File: src/pov_scan_pkg.sv
package pov_scan_pkg;

    localparam int GLYPH_WIDTH  = 5;
    localparam int TEXT_LEN     = 16;
    localparam int DIGIT_COUNT  = 10;
    localparam int LETTER_COUNT = 26;
    localparam int GLYPH_COUNT  = DIGIT_COUNT + LETTER_COUNT + 2;

    localparam logic [63:0] SPACE_TEXT   = 64'h2020_2020_2020_2020;
    localparam logic [3:0]  LIMIT_RESET  = 4'd5;
    localparam logic [3:0]  SETTLE_RESET = 4'd3;

    // configuration register indexes
    localparam logic [1:0] CFG_TEXT_FIRST  = 2'd0;
    localparam logic [1:0] CFG_TEXT_SECOND = 2'd1;
    localparam logic [1:0] CFG_LIMIT       = 2'd2;
    localparam logic [1:0] CFG_SETTLE      = 2'd3;

    // request action codes
    localparam logic ACT_DISPLAY = 1'b0;
    localparam logic ACT_SAMPLE  = 1'b1;

    typedef struct packed {
        logic action;
        logic sensor_level;
    } req_t;

    typedef struct packed {
        logic [7:0] led_column;
        logic       sweep_started;
        logic       sweep_busy;
    } rsp_t;

    // 5x8 font: digits, letters, space, unknown-glyph box
    localparam logic [7:0] GLYPH_ROM [GLYPH_COUNT][GLYPH_WIDTH] = '{
        '{8'h7E, 8'hA1, 8'h99, 8'h85, 8'h7E}, '{8'h00, 8'h82, 8'hFF, 8'h80, 8'h00},
        '{8'h82, 8'hC1, 8'hA1, 8'h91, 8'h8E}, '{8'h42, 8'h81, 8'h89, 8'h89, 8'h76},
        '{8'h18, 8'h14, 8'h12, 8'hFF, 8'h10}, '{8'h4F, 8'h89, 8'h89, 8'h89, 8'h71},
        '{8'h7E, 8'h89, 8'h89, 8'h89, 8'h72}, '{8'h01, 8'hC1, 8'h31, 8'h0D, 8'h03},
        '{8'h76, 8'h89, 8'h89, 8'h89, 8'h76}, '{8'h46, 8'h89, 8'h89, 8'h89, 8'h7E},
        '{8'hFE, 8'h09, 8'h09, 8'h09, 8'hFE}, '{8'hFF, 8'h89, 8'h89, 8'h89, 8'h76},
        '{8'h7E, 8'h81, 8'h81, 8'h81, 8'h42}, '{8'hFF, 8'h81, 8'h81, 8'h81, 8'h7E},
        '{8'hFF, 8'h89, 8'h89, 8'h89, 8'h81}, '{8'hFF, 8'h09, 8'h09, 8'h09, 8'h01},
        '{8'h7E, 8'h81, 8'h81, 8'h91, 8'hF2}, '{8'hFF, 8'h08, 8'h08, 8'h08, 8'hFF},
        '{8'h00, 8'h81, 8'hFF, 8'h81, 8'h00}, '{8'h60, 8'h80, 8'h81, 8'h7F, 8'h00},
        '{8'hFF, 8'h08, 8'h14, 8'h22, 8'hC1}, '{8'hFF, 8'h80, 8'h80, 8'h80, 8'h80},
        '{8'hFF, 8'h06, 8'h38, 8'h06, 8'hFF}, '{8'hFF, 8'h06, 8'h18, 8'h60, 8'hFF},
        '{8'h7E, 8'h81, 8'h81, 8'h81, 8'h7E}, '{8'hFF, 8'h09, 8'h09, 8'h09, 8'h06},
        '{8'h7E, 8'h81, 8'hA1, 8'h41, 8'hBE}, '{8'hFF, 8'h09, 8'h09, 8'h19, 8'hE6},
        '{8'h46, 8'h89, 8'h89, 8'h89, 8'h72}, '{8'h01, 8'h01, 8'hFF, 8'h01, 8'h01},
        '{8'h7F, 8'h80, 8'h80, 8'h80, 8'h7F}, '{8'h1F, 8'h60, 8'h80, 8'h60, 8'h1F},
        '{8'hFF, 8'h60, 8'h1C, 8'h60, 8'hFF}, '{8'hC3, 8'h34, 8'h08, 8'h34, 8'hC3},
        '{8'h03, 8'h0C, 8'hF0, 8'h0C, 8'h03}, '{8'hC1, 8'hA1, 8'h99, 8'h85, 8'h83},
        '{8'h00, 8'h00, 8'h00, 8'h00, 8'h00}, '{8'hFF, 8'h81, 8'h81, 8'h81, 8'hFF}
    };

    // ASCII code to font row
    function automatic logic [5:0] glyph_index(input logic [7:0] c);
        logic [7:0] idx;
        if (c >= 8'h30 && c <= 8'h39)
        begin
            idx = c - 8'h30;
        end
        else if (c >= 8'h41 && c <= 8'h5A)
        begin
            idx = 8'(DIGIT_COUNT) + (c - 8'h41);
        end
        else if (c >= 8'h61 && c <= 8'h7A)
        begin
            idx = 8'(DIGIT_COUNT) + (c - 8'h61);
        end
        else if (c == 8'h20)
        begin
            idx = 8'(DIGIT_COUNT + LETTER_COUNT);
        end
        else
        begin
            idx = 8'(DIGIT_COUNT + LETTER_COUNT + 1);
        end
        return idx[5:0];
    endfunction

endpackage

File: src/pov_text_column_scanner.sv
// Channel   Direction  Handshake            Payload
// request   in         req_valid/req_stall  req_t: action, sensor_level
// response  out        rsp_valid/rsp_stall  rsp_t: led_column, sweep_started, sweep_busy
// config    in         cfg_write_enable     cfg_index, cfg_data (64 bits)
//
// One request every cycle unless req_stall holds it, one response per request.
// The state update and the font lookup sit between the state registers and
// the response register; the response register plus one skid entry decouple
// the two sides, so req_stall rises only when both are full.
// rst_n clears state asynchronously: sweep idle, debouncer waiting for press,
// text all spaces, debounce limit 5, settle 3.
module pov_text_column_scanner
    import pov_scan_pkg::*;
(
    input  logic        clk,
    input  logic        rst_n,
    input  logic        req_valid,
    output logic        req_stall,
    input  req_t        req,
    output logic        rsp_valid,
    input  logic        rsp_stall,
    output rsp_t        rsp,
    input  logic        cfg_write_enable,
    input  logic [1:0]  cfg_index,
    input  logic [63:0] cfg_data
);

    typedef enum logic [1:0] {
        PH_PRESS   = 2'd0,
        PH_RELEASE = 2'd1,
        PH_SETTLE  = 2'd2
    } phase_t;

    // configuration
    logic [63:0] text_first_half_reg;
    logic [63:0] text_second_half_reg;
    logic [3:0]  debounce_limit_reg;
    logic [3:0]  settle_ticks_reg;

    // sweep position kept as character / column so no divide by six is needed
    logic        sweep_busy_reg,  sweep_busy_next;
    logic [3:0]  sweep_char_reg,  sweep_char_next;
    logic [2:0]  sweep_col_reg,   sweep_col_next;
    phase_t      phase_reg,       phase_next;
    logic [3:0]  count_reg,       count_next;
    logic [7:0]  led_drive_reg,   led_drive_next;

    // output register and skid entry
    logic        rsp_valid_reg,   rsp_valid_next;
    rsp_t        rsp_reg,         rsp_next;
    logic        skid_valid_reg,  skid_valid_next;
    rsp_t        skid_reg,        skid_next;

    logic        accept;
    logic        started;
    rsp_t        result;
    logic [63:0] text_half;
    logic [7:0]  text_byte;
    logic [5:0]  glyph;
    logic        toward;
    logic [3:0]  step_count;
    logic [3:0]  settle_count;

    assign accept    = req_valid && !req_stall;
    assign req_stall = skid_valid_reg;
    assign rsp_valid = rsp_valid_reg;
    assign rsp       = rsp_reg;

    // current character of the text and its font row
    always_comb
    begin
        text_half = sweep_char_reg[3] ? text_second_half_reg : text_first_half_reg;
        text_byte = text_half[{sweep_char_reg[2:0], 3'b000} +: 8];
        glyph     = glyph_index(text_byte);
    end

    // debouncer saturating counter step; press phase counts up when released
    always_comb
    begin
        toward     = (phase_reg == PH_RELEASE) ? !req.sensor_level : req.sensor_level;
        step_count = count_reg;
        if (toward)
        begin
            if (count_reg < debounce_limit_reg)
            begin
                step_count = count_reg + 4'd1;
            end
        end
        else if (count_reg != 4'd0)
        begin
            step_count = count_reg - 4'd1;
        end
        settle_count = count_reg + 4'd1;
    end

    always_comb
    begin
        sweep_busy_next = sweep_busy_reg;
        sweep_char_next = sweep_char_reg;
        sweep_col_next  = sweep_col_reg;
        phase_next      = phase_reg;
        count_next      = count_reg;
        led_drive_next  = led_drive_reg;
        started         = 1'b0;

        if (req.action == ACT_DISPLAY)
        begin
            if (sweep_busy_reg)
            begin
                // gap column after each glyph
                if (sweep_col_reg < 3'(GLYPH_WIDTH))
                begin
                    led_drive_next = GLYPH_ROM[glyph][sweep_col_reg];
                end
                else
                begin
                    led_drive_next = 8'h00;
                end
                if (sweep_col_reg == 3'(GLYPH_WIDTH))
                begin
                    sweep_col_next  = 3'd0;
                    sweep_char_next = sweep_char_reg + 4'd1;
                    if (sweep_char_reg == 4'(TEXT_LEN - 1))
                    begin
                        sweep_busy_next = 1'b0;
                    end
                end
                else
                begin
                    sweep_col_next = sweep_col_reg + 3'd1;
                end
            end
            else
            begin
                led_drive_next = 8'h00;
            end
        end
        else
        begin
            case (phase_reg)
                PH_RELEASE:
                begin
                    count_next = step_count;
                    if (step_count == 4'd0)
                    begin
                        phase_next = PH_SETTLE;
                        count_next = 4'd0;
                        if (settle_ticks_reg == 4'd0)
                        begin
                            started = 1'b1;
                        end
                    end
                end
                PH_SETTLE:
                begin
                    count_next = settle_count;
                    if (settle_count >= settle_ticks_reg)
                    begin
                        started = 1'b1;
                    end
                end
                default:
                begin
                    count_next = step_count;
                    if (step_count == 4'd0)
                    begin
                        phase_next = PH_RELEASE;
                        count_next = debounce_limit_reg;
                    end
                end
            endcase
            // a restart during a sweep rewinds it
            if (started)
            begin
                sweep_busy_next = 1'b1;
                sweep_char_next = 4'd0;
                sweep_col_next  = 3'd0;
                phase_next      = PH_PRESS;
                count_next      = debounce_limit_reg;
            end
        end

        result.led_column    = led_drive_next;
        result.sweep_started = started;
        result.sweep_busy    = sweep_busy_next;
    end

    // response register with one skid entry behind it
    always_comb
    begin
        rsp_valid_next  = rsp_valid_reg;
        rsp_next        = rsp_reg;
        skid_valid_next = skid_valid_reg;
        skid_next       = skid_reg;
        if (!rsp_valid_reg || !rsp_stall)
        begin
            if (skid_valid_reg)
            begin
                rsp_valid_next  = 1'b1;
                rsp_next        = skid_reg;
                skid_valid_next = 1'b0;
            end
            else
            begin
                rsp_valid_next = accept;
                if (accept)
                begin
                    rsp_next = result;
                end
            end
        end
        else if (accept)
        begin
            skid_valid_next = 1'b1;
            skid_next       = result;
        end
    end

    always_ff @(posedge clk or negedge rst_n)
    begin
        if (!rst_n)
        begin
            text_first_half_reg  <= SPACE_TEXT;
            text_second_half_reg <= SPACE_TEXT;
            debounce_limit_reg   <= LIMIT_RESET;
            settle_ticks_reg     <= SETTLE_RESET;
            sweep_busy_reg       <= 1'b0;
            sweep_char_reg       <= 4'd0;
            sweep_col_reg        <= 3'd0;
            phase_reg            <= PH_PRESS;
            count_reg            <= LIMIT_RESET;
            led_drive_reg        <= 8'h00;
            rsp_valid_reg        <= 1'b0;
            rsp_reg              <= '0;
            skid_valid_reg       <= 1'b0;
            skid_reg             <= '0;
        end
        else
        begin
            if (cfg_write_enable)
            begin
                case (cfg_index)
                    CFG_TEXT_FIRST:  text_first_half_reg  <= cfg_data;
                    CFG_TEXT_SECOND: text_second_half_reg <= cfg_data;
                    CFG_LIMIT:       debounce_limit_reg   <= cfg_data[3:0];
                    CFG_SETTLE:      settle_ticks_reg     <= cfg_data[3:0];
                    default:         settle_ticks_reg     <= settle_ticks_reg;
                endcase
            end
            if (accept)
            begin
                sweep_busy_reg <= sweep_busy_next;
                sweep_char_reg <= sweep_char_next;
                sweep_col_reg  <= sweep_col_next;
                phase_reg      <= phase_next;
                count_reg      <= count_next;
                led_drive_reg  <= led_drive_next;
            end
            rsp_valid_reg  <= rsp_valid_next;
            rsp_reg        <= rsp_next;
            skid_valid_reg <= skid_valid_next;
            skid_reg       <= skid_next;
        end
    end

    // skid entry only fills behind a held response
    a_skid_behind_rsp: assert property (@(posedge clk) disable iff (!rst_n)
        skid_valid_reg |-> rsp_valid_reg)
        else $error("skid entry valid with empty response register");

    // a restart always leaves the sweep running
    a_start_busy: assert property (@(posedge clk) disable iff (!rst_n)
        rsp_valid_reg |-> (!rsp_reg.sweep_started || rsp_reg.sweep_busy))
        else $error("sweep restart reported without busy");

    // idle display tick blanks the port
    a_idle_blank: assert property (@(posedge clk) disable iff (!rst_n)
        (accept && req.action == ACT_DISPLAY && !sweep_busy_reg) |=> led_drive_reg == 8'h00)
        else $error("idle display tick left LEDs driven");

    // gap column after a glyph is blank
    a_gap_blank: assert property (@(posedge clk) disable iff (!rst_n)
        (accept && req.action == ACT_DISPLAY && sweep_busy_reg
         && sweep_col_reg == 3'(GLYPH_WIDTH)) |=> led_drive_reg == 8'h00)
        else $error("gap column not blank");

    // last column of the last character ends the sweep
    a_sweep_end: assert property (@(posedge clk) disable iff (!rst_n)
        (accept && req.action == ACT_DISPLAY && sweep_busy_reg
         && sweep_col_reg == 3'(GLYPH_WIDTH)
         && sweep_char_reg == 4'(TEXT_LEN - 1)) |=> !sweep_busy_reg)
        else $error("sweep did not end after last column");

endmodule

File: config.mk
export PLATFORM = sky130hd
export DESIGN_NAME = pov_text_column_scanner
export DESIGN_NICKNAME = d
export VERILOG_FILES = /design/src/pov_scan_pkg.sv /design/src/pov_text_column_scanner.sv
export SDC_FILE = /design/constraint.sdc
export NUM_CORES = 1
export LEC_CHECK = 0
export ABC_AREA = 1
export ABC_CLOCK_PERIOD_IN_PS = 6650
export BUFFER_PORTS_ARGS = -buffer_cell sky130_fd_sc_hd__buf_2
export CAP_MARGIN = 30
export CORE_MARGIN = 2
export CORE_UTILIZATION = 60
export CTS_BUF_LIST = sky130_fd_sc_hd__clkbuf_16
export DETAILED_ROUTE_END_ITERATION = 8
export PLACE_DENSITY = 0.89
export SYNTH_ARGS = -nofsm -noshare
export SYNTH_HDL_FRONTEND = slang
export SYNTH_SLANG_ARGS = --single-unit
File: constraint.sdc
create_clock -name clk -period 6.65 [get_ports clk]
set_clock_uncertainty 0.1 [all_clocks]
set_input_delay 0.665 -clock clk [delete_from_list [all_inputs] [get_ports clk]]
set_output_delay 0.665 -clock clk [all_outputs]
set_load 0.01 [all_outputs]
==> results by group, run 1 <==
Logic synthesis
  – Top FF cell, synth: dfrtp_1
  – Yosys top cell area share: 0.345
  – Post-synth net total: 1,778
  – Synthesized area: 11,500 um2
  – Area leader, netlist: dfrtp_1
  – Synth cell types: 45
  – Post-synth top cells: nand2_1, inv_1, o21ai_0, dfrtp_1, nand3_1
  – Post-Syn Area per Cell: 6.86 um2
  – Top cells by area, synth: dfrtp_1, nand2_1, o21ai_0, nand3_1, inv_1
  – Synth warn: 0
  – Post-synth ARST share: 1.00
  – #FFs+latches synth: 180
  – EDFF count, synth: 0
  – Fraction of the yosys area taken by sequential cells: 0.396
  – Count leader, synth: nand2_1
  – Post-Synthesis Cells: 1,670

Setup path
  – Critical path buffers and inverters: 5
  – Crit start category: flip-flop
  – Delay-heaviest family, CP: simple AND/OR/NAND/NOR gates
  – Slowest stage cell, crit path: buf_4
  – Reg-to-reg setup timing slack: 1.43 ns
  – Critical path's largest stage delay: 0.61 ns
  – Startpoint of the worst-slack reg-to-reg timing path: sweep_char_reg[3]
  – WS Path Type: flip-flop to flip-flop
  – Crit path DAT: 5.44 ns
  – WP data required: 6.87 ns
  – Worst reg-to-reg path cell count: 26
  – Nature of the critical path endpoint: flip-flop
  – CP startpoint: sweep_char_reg[3]
  – Maximum fanout along the worst path: 71
  – Reg-to-reg critical path endpoint: rsp[5]

Clock network
  – Clock Latency Late Sink: 0.44 ns
  – Max H-tree Level: 4
  – # Post-CTS Setup Buffers: 0
  – CTS tree: done
  – Clock slew at reported path FFs: 0.07 ns
  – CTS Root Cell: clkbuf_16
  – Num CTS Buffers: 17
  – Max clock buf depth: 2
  – CTS sink cnt: 180

GRT
  – GRT Total Usage: 0.331
  – GRT Residual Overflow: 0
  – Largest net degree at the start of global routing: 113
  – First-pass GRT wire length: 53,100 um
  – Vias in the first global route: 10,800
  – Initial antenna violation count: 0

Finish
  – Nets: 1,815
  – Inserted Diodes: 0
  – Share of post-route cells with drive strength above 1: 0.112
  – P&R area growth vs syn: 8.67%

Floorplan
  – Die X: 142 um
  – Initial Util: 0.613
  – Row cnt: 50
  – Die area: 20,200 um2
  – Io pins: 85
  – Core Box Area: 18,700 um2
  – Die Y-Extent: 142 um

Worst hold path
  – Min-Delay Path Class: primary input to flip-flop
  – Hold endpoint: text_second_half_reg[29]
  – Hold path start: cfg_data[29]
  – Hold depth: 3

Timing
  – Worst Tran Pin Value: 0.882 ns
  – Hold slack final: 0.363 ns
  – Final setup vio count: 0
  – Max Slew Vio Count: 0
  – Final period util: 0.785
  – Final setup TNS: 0 ns
  – Max Fclk: 192 MHz
  – Fin. Hold Viols: 0
  – RSZ-0062 raised after global routing: false
  – Normalized max-slew margin: 0.410
  – Min Tclk post-route: 5.22 ns

Drt
  – DRC viols: 0
  – Avg WL per Cell: 16.7 um
  – DR vias/cell: 5.80
  – Via Count: 11,300
  – ANT nets after route: 0
  – 1st-pass router iterations: 6
  – Initial drt markers: 1,294
  – Total Routed Length: 32,700 um

Run status
  – Run status: complete, no violations

Placement
  – Hpwl dp: 22,500 um
  – Routability Congestion: 1.01
  – Port Buffer Count: 84

Flow run
  – Max-Cap Viols: 0
==> cells in the final DEF (no fill, tap or decap), drive strengths merged, types with 2 or more instances in the layout <==
cell type  Yosys  final
o211ai        19     19
ha            35     35
o22ai          2      2
a21oi         38     38
nand3b         3      3
inv          220    226
clkbuf        35     17
dfrtp        158    158
a21boi         2      2
nor3           9      9
a211oi         2      2
o21ai        221    221
nor2         119    119
clkinv         5     11
xnor2          2      2
nand3        156    156
buf           43     95
clkinvlp       0      2
nand2        547    547
dfstp         22     22
nand4         10     10
xor2           5      5
a31oi          3      3
o21a           4      4
o21bai         2      2
==> repair_timing <==
item                                    CTS  global route
hold buffers                              0             1
gates resized for setup                   0             0
endpoints found under the setup margin    0             0
endpoints found under the hold margin     0             2
==> worst min-delay path, delay by kind of cell <==
kind                   cells  cell delay, ns
buffers and inverters      2            0.15
AO/OA/AOI/OAI              1            0.08
==> through the flow <==
step	setup WS [ns]	area, um2	util	std cells
after global routing	0.945	12500	0.666	1954
after detailed placement	1.63	11900	0.634	1920
final	1.43	12500	0.666	1954
after floorplan	2.91	11500	-	1670
after CTS	1.55	12400	0.664	1952
after global placement	1.58	11800	0.631	1918
==> final cells by class <==
| class | count | area (um2) |
|---|---|---|
| clock buffers | 17 | 425 |
| clock inverters | 15 | 133 |
| fillers | 1545 | 6250 |
| inverters | 225 | 847 |
| multi-input cells | 1187 | 5640 |
| flip-flops and latches | 180 | 4530 |
| well taps | 234 | 293 |
| repair buffers | 96 | 579 |
==> cells by family (layout without fill, tap and decap cells) <==
family	after synthesis	after routing	synth area share
AOI/OAI and AO/OA	298	298	0.140
xor gates and xnor gates	7	7	0.00535
adders and majority gates	35	35	0.0382
buffers and inverters	303	353	0.113
DFF	180	180	0.396
and+or+nand+nor	847	847	0.307
==> layer usage <==
layer,global-route usage,wire (um)
met5,0,0
met2,0.527,14900
met1,0.457,13700
met3,0.0511,2810
met4,0.136,1170
==> worst max path at each step <==
stage | end | slack (ns) | cells past startpoint
6_report | rsp[5] | 1.43 | 26
5_1_grt | skid_reg[8] | 0.95 | 31
4_1_cts | skid_reg[8] | 1.55 | 31
3_5_place_dp | skid_reg[3] | 1.63 | 27
3_3_place_gp | rsp[5] | 1.58 | 28
2_1_floorplan | rsp[6] | 2.91 | 31
Power of run 1 is not shown: default switching activity piles up to over one toggle a cycle in this logic, so the estimate is an artifact.
==> run 2, diff against run 1 <==
--- a/config.mk
+++ b/config.mk
@@ -5,15 +5,15 @@
 export SDC_FILE = /design/constraint.sdc
 export NUM_CORES = 1
 export LEC_CHECK = 0
-export ABC_AREA = 1
-export ABC_CLOCK_PERIOD_IN_PS = 6650
+export ABC_AREA = 0
+export ABC_CLOCK_PERIOD_IN_PS = 4500
 export BUFFER_PORTS_ARGS = -buffer_cell sky130_fd_sc_hd__buf_2
 export CAP_MARGIN = 30
 export CORE_MARGIN = 2
-export CORE_UTILIZATION = 60
+export CORE_UTILIZATION = 55
 export CTS_BUF_LIST = sky130_fd_sc_hd__clkbuf_16
 export DETAILED_ROUTE_END_ITERATION = 8
-export PLACE_DENSITY = 0.89
+export PLACE_DENSITY = 0.86
 export SYNTH_ARGS = -nofsm -noshare
 export SYNTH_HDL_FRONTEND = slang
 export SYNTH_SLANG_ARGS = --single-unit
==> constraint.sdc (replaced) <==
create_clock -name clk -period 4.5 [get_ports clk]
set_clock_uncertainty 0.1 [all_clocks]
set_input_delay 0.45 -clock clk [delete_from_list [all_inputs] [get_ports clk]]
set_output_delay 0.45 -clock clk [all_outputs]
set_load 0.01 [all_outputs]
==> results by group, run 2 <==
Run status
  – Failing checks: negative setup slack
  – Run status: finished with violations (was complete, no violations)

Drt
  – Initial drt markers: 1,063 (was 1,294)
  – DRC viols: 0 (unchanged)
  – Total Routed Length: 41,700 um (was 32,700 um)
  – 1st-pass router iterations: 6 (unchanged)
  – DR vias/cell: 6.69 (was 5.80)
  – Avg WL per Cell: 25.1 um (was 16.7 um)
  – ANT nets after route: 0 (unchanged)
  – Via Count: 11,100 (was 11,300)

Finish
  – Fill cells: 1,199 (was 1,545)
  – Final instance area: 15,800 um2 (was 12,500 um2)
  – Nets: 1,488 (was 1,815)
  – P&R area growth vs syn: 38.1% (was 8.67%)
  – FF/Latch Area: 4530 um2 (unchanged)
  – Most frequent cells in the layout: buf_4, dfrtp_1, mux2_2, nand2_1, buf_2 (was nand2_1, inv_1, o21ai_0, dfrtp_1, nand3_1)
  – Multi-input logic area: 7350 um2 (was 5640 um2)
  – Finished Core Util: 0.778 (was 0.666)
  – Most common cell after layout, fill and taps aside: buf_4 (was nand2_1)
  – Fin cells: 1,664 (was 1,954)
  – Share of post-route cells with drive strength above 1: 0.538 (was 0.112)

GRT
  – Largest net degree at the start of global routing: 113 (unchanged)
  – GRT Total Usage: 0.370 (was 0.331)
  – Vias in the first global route: 11,400 (was 10,800)
  – GRT Residual Overflow: 0 (unchanged)
  – First-pass GRT wire length: 63,000 um (was 53,100 um)
  – Initial antenna violation count: 2 (was 0)

Floorplan
  – Core Box Area: 20,300 um2 (was 18,700 um2)
  – Io pins: 85 (unchanged)
  – Die area: 22,000 um2 (was 20,200 um2)
  – Die Y-Extent: 148 um (was 142 um)
  – Initial Util: 0.564 (was 0.613)
  – Row cnt: 52 (was 50)
  – Die X: 148 um (was 142 um)

Setup path
  – Nature of the critical path endpoint: flip-flop (unchanged)
  – Crit path DAT: 5.45 ns (was 5.44 ns)
  – WS Path Type: flip-flop to flip-flop (unchanged)
  – Delay-heaviest family, CP: simple AND/OR/NAND/NOR gates (unchanged)
  – CP most frequent cell: buf_4
  – Critical path buffers and inverters: 8 (was 5)
  – Slowest stage cell, crit path: mux4_2 (was buf_4)
  – Critical path's largest stage delay: 0.51 ns (was 0.61 ns)
  – Crit start category: flip-flop (unchanged)
  – WP data required: 4.76 ns (was 6.87 ns)
  – Maximum fanout along the worst path: 7 (was 71)

Logic synthesis
  – #FFs+latches synth: 180 (unchanged)
  – Synth warn: 0 (unchanged)
  – Post-Syn Area per Cell: 10.6 um2 (was 6.86 um2)
  – EDFF count, synth: 0 (unchanged)
  – Post-synth ARST share: 1.00 (unchanged)
  – Yosys top cell area share: 0.346 (was 0.345)
  – Synthesized area: 11,400 um2 (was 11,500 um2)
  – Post-synth top cells: dfrtp_1, mux2_2, nand2_1, o21ai_0, a21oi_1 (was nand2_1, inv_1, o21ai_0, dfrtp_1, nand3_1)
  – Post-synth net total: 1,189 (was 1,778)
  – Count leader, synth: dfrtp_1 (was nand2_1)
  – Post-Synthesis Cells: 1,081 (was 1,670)
  – Fraction of the yosys area taken by sequential cells: 0.396 (about the same)
  – Area leader, netlist: dfrtp_1 (unchanged)
  – Top cells by area, synth: dfrtp_1, mux2_2, mux4_2, dfstp_2, ha_1 (was dfrtp_1, nand2_1, o21ai_0, nand3_1, inv_1)
  – Top FF cell, synth: dfrtp_1 (unchanged)
  – Synth cell types: 100 (was 45)

Placement
  – Hpwl dp: 28,300 um (was 22,500 um)
  – DP Cell Count: 1,580 (was 1,920)
  – Port Buffer Count: 84 (unchanged)
  – Dpl cell area: 13,800 um2 (was 11,900 um2)
  – Routability Congestion: 1.06 (was 1.01)

Timing
  – Max Slew Vio Count: 0 (unchanged)
  – Hold slack final: 0.138 ns (was 0.363 ns)
  – RSZ-0062 raised after global routing: true (was false)
  – Min Tclk post-route: 5.19 ns (was 5.22 ns)
  – Final period util: 1.15 (was 0.785)
  – Normalized max-slew margin: 0.369 (was 0.410)
  – Setup ws final: -0.691 ns (was 1.43 ns)
  – Final setup vio count: 24 (was 0)
  – Max Fclk: 193 MHz (was 192 MHz)
  – Worst Tran Pin Value: 0.937 ns (was 0.882 ns)
  – Fin. Hold Viols: 0 (unchanged)

Power and ir drop
  – Pint: 6.35 mW
  – Combinational fraction of design power: 0.668
  – Pwr dens: 726 nW/um2
  – P_sw: 5.12 mW
  – Leak: 6.59 nW
  – Sw Share: 0.446
  – Clock power share: 0.139
  – VDD IR-drop max: 0.443 mV
  – Sequential share of power: 0.193

Worst hold path
  – Min-Delay Path Class: primary input to flip-flop (unchanged)

Flow run
  – Max-Cap Viols: 0 (unchanged)

Clock network
  – Clock slew at reported path FFs: 0.08 ns (was 0.07 ns)
  – CTS sink cnt: 180 (unchanged)
  – Num CTS Buffers: 17 (unchanged)
  – Clock Latency Late Sink: 0.46 ns (was 0.44 ns)
  – CTS Root Cell: clkbuf_16 (unchanged)
  – CTS tree: done (unchanged)
  – Max clock buf depth: 2 (unchanged)
  – Max H-tree Level: 4 (unchanged)
run 2: cell count changes after synthesis, sizes merged, moves of 12 or more:
cell / before / now
nand2: 547 / 88
inv: 220 / 26
mux2: 0 / 141
o21ai: 221 / 85
nand3: 156 / 32
nor2: 119 / 56
mux4: 0 / 33
a21oi: 38 / 59
buf: 43 / 24
a211oi: 2 / 20
mux2i: 0 / 14
nor3: 9 / 23
clkbuf: 35 / 48
o31ai: 1 / 13
run 2: repair_timing:
| item | CTS | global route |
|---|---|---|
| hold buffers | 0 | 1 |
| gates resized for setup | 106 | 97 |
| gates cloned | 0 | 1 |
| setup buffers | 24 | 27 |
| endpoints found under the setup margin | 24 | 24 |
| endpoints found under the hold margin | 0 | 7 |
| pin swaps | 59 | 40 |
run 2: final cells by class:
| class | count | share of cell area |
|---|---|---|
| diodes | 1 | 0.000158 |
| clock buffers | 17 | 0.0269 |
| clock inverters | 15 | 0.0143 |
| inverters | 28 | 0.00839 |
| multi-input cells | 801 | 0.465 |
| flip-flops and latches | 180 | 0.287 |
| well taps | 270 | 0.0214 |
| repair buffers | 352 | 0.177 |
run 2: power groups by stage:
stage                     Combinational [mW]  Sequential, mW  Clock [mW]
after floorplan                         3.26            2.09           0
after detailed placement                5.89            2.21           0
after global placement                  5.83            2.17           0
final                                   7.66            2.21        1.60
after global routing                    7.97            2.24        1.68
after CTS                               6.61            2.20        1.61
run 2: metrics by stage:
stage	total power, mW	setup TNS [ns]	worst slack (ns)
6_report	11.5	-13.60	-0.691
5_1_grt	11.9	-16.11	-0.769
4_1_cts	10.4	-8.89	-0.433
3_5_place_dp	8.10	-9.94	-0.575
3_3_place_gp	8.00	-7.96	-0.525
2_1_floorplan	5.35	-8.72	-0.479
run 2: kinds of logic (layout without fill, tap and decap cells):
family,after synthesis,after routing,synth area share
compound gates,303,303,0.189
xor+xnor,5,5,0.00383
fa+ha+maj,35,35,0.0383
buf+inv,100,412,0.0399
flops,180,180,0.396
mux,188,188,0.216
other cells,0,1,0
simple gates,270,270,0.116
run 2: per-layer routing:
metal  track usage  part of all wire  vias to the layer above  wire length (um)
li1              -                 -                     4712                 -
met1         0.449              0.37                     5496             15500
met2         0.631              0.49                      697             20400
met3        0.0660             0.075                      222              3150
met4         0.194             0.065                        0              2700
met5             0                 0                        -                 0
run 2: worst paths after layout:
check,end,depth (start not counted),from,slack [ns]
worst min register to register,skid_reg[9],2,skid_reg[9],0.38
worst min-delay path,text_first_half_reg[51],2,cfg_data[51],0.14
max in group asynchronous,text_first_half_reg[61],3,rst_n,3.30
worst max-delay path,rsp[5],25,sweep_char_reg[3],-0.69
worst max register to register,rsp[5],25,sweep_char_reg[3],-0.69
min in group asynchronous,rsp_valid,2,rst_n,0.26
No activity file was read; power rests on OpenSTA's default activity.
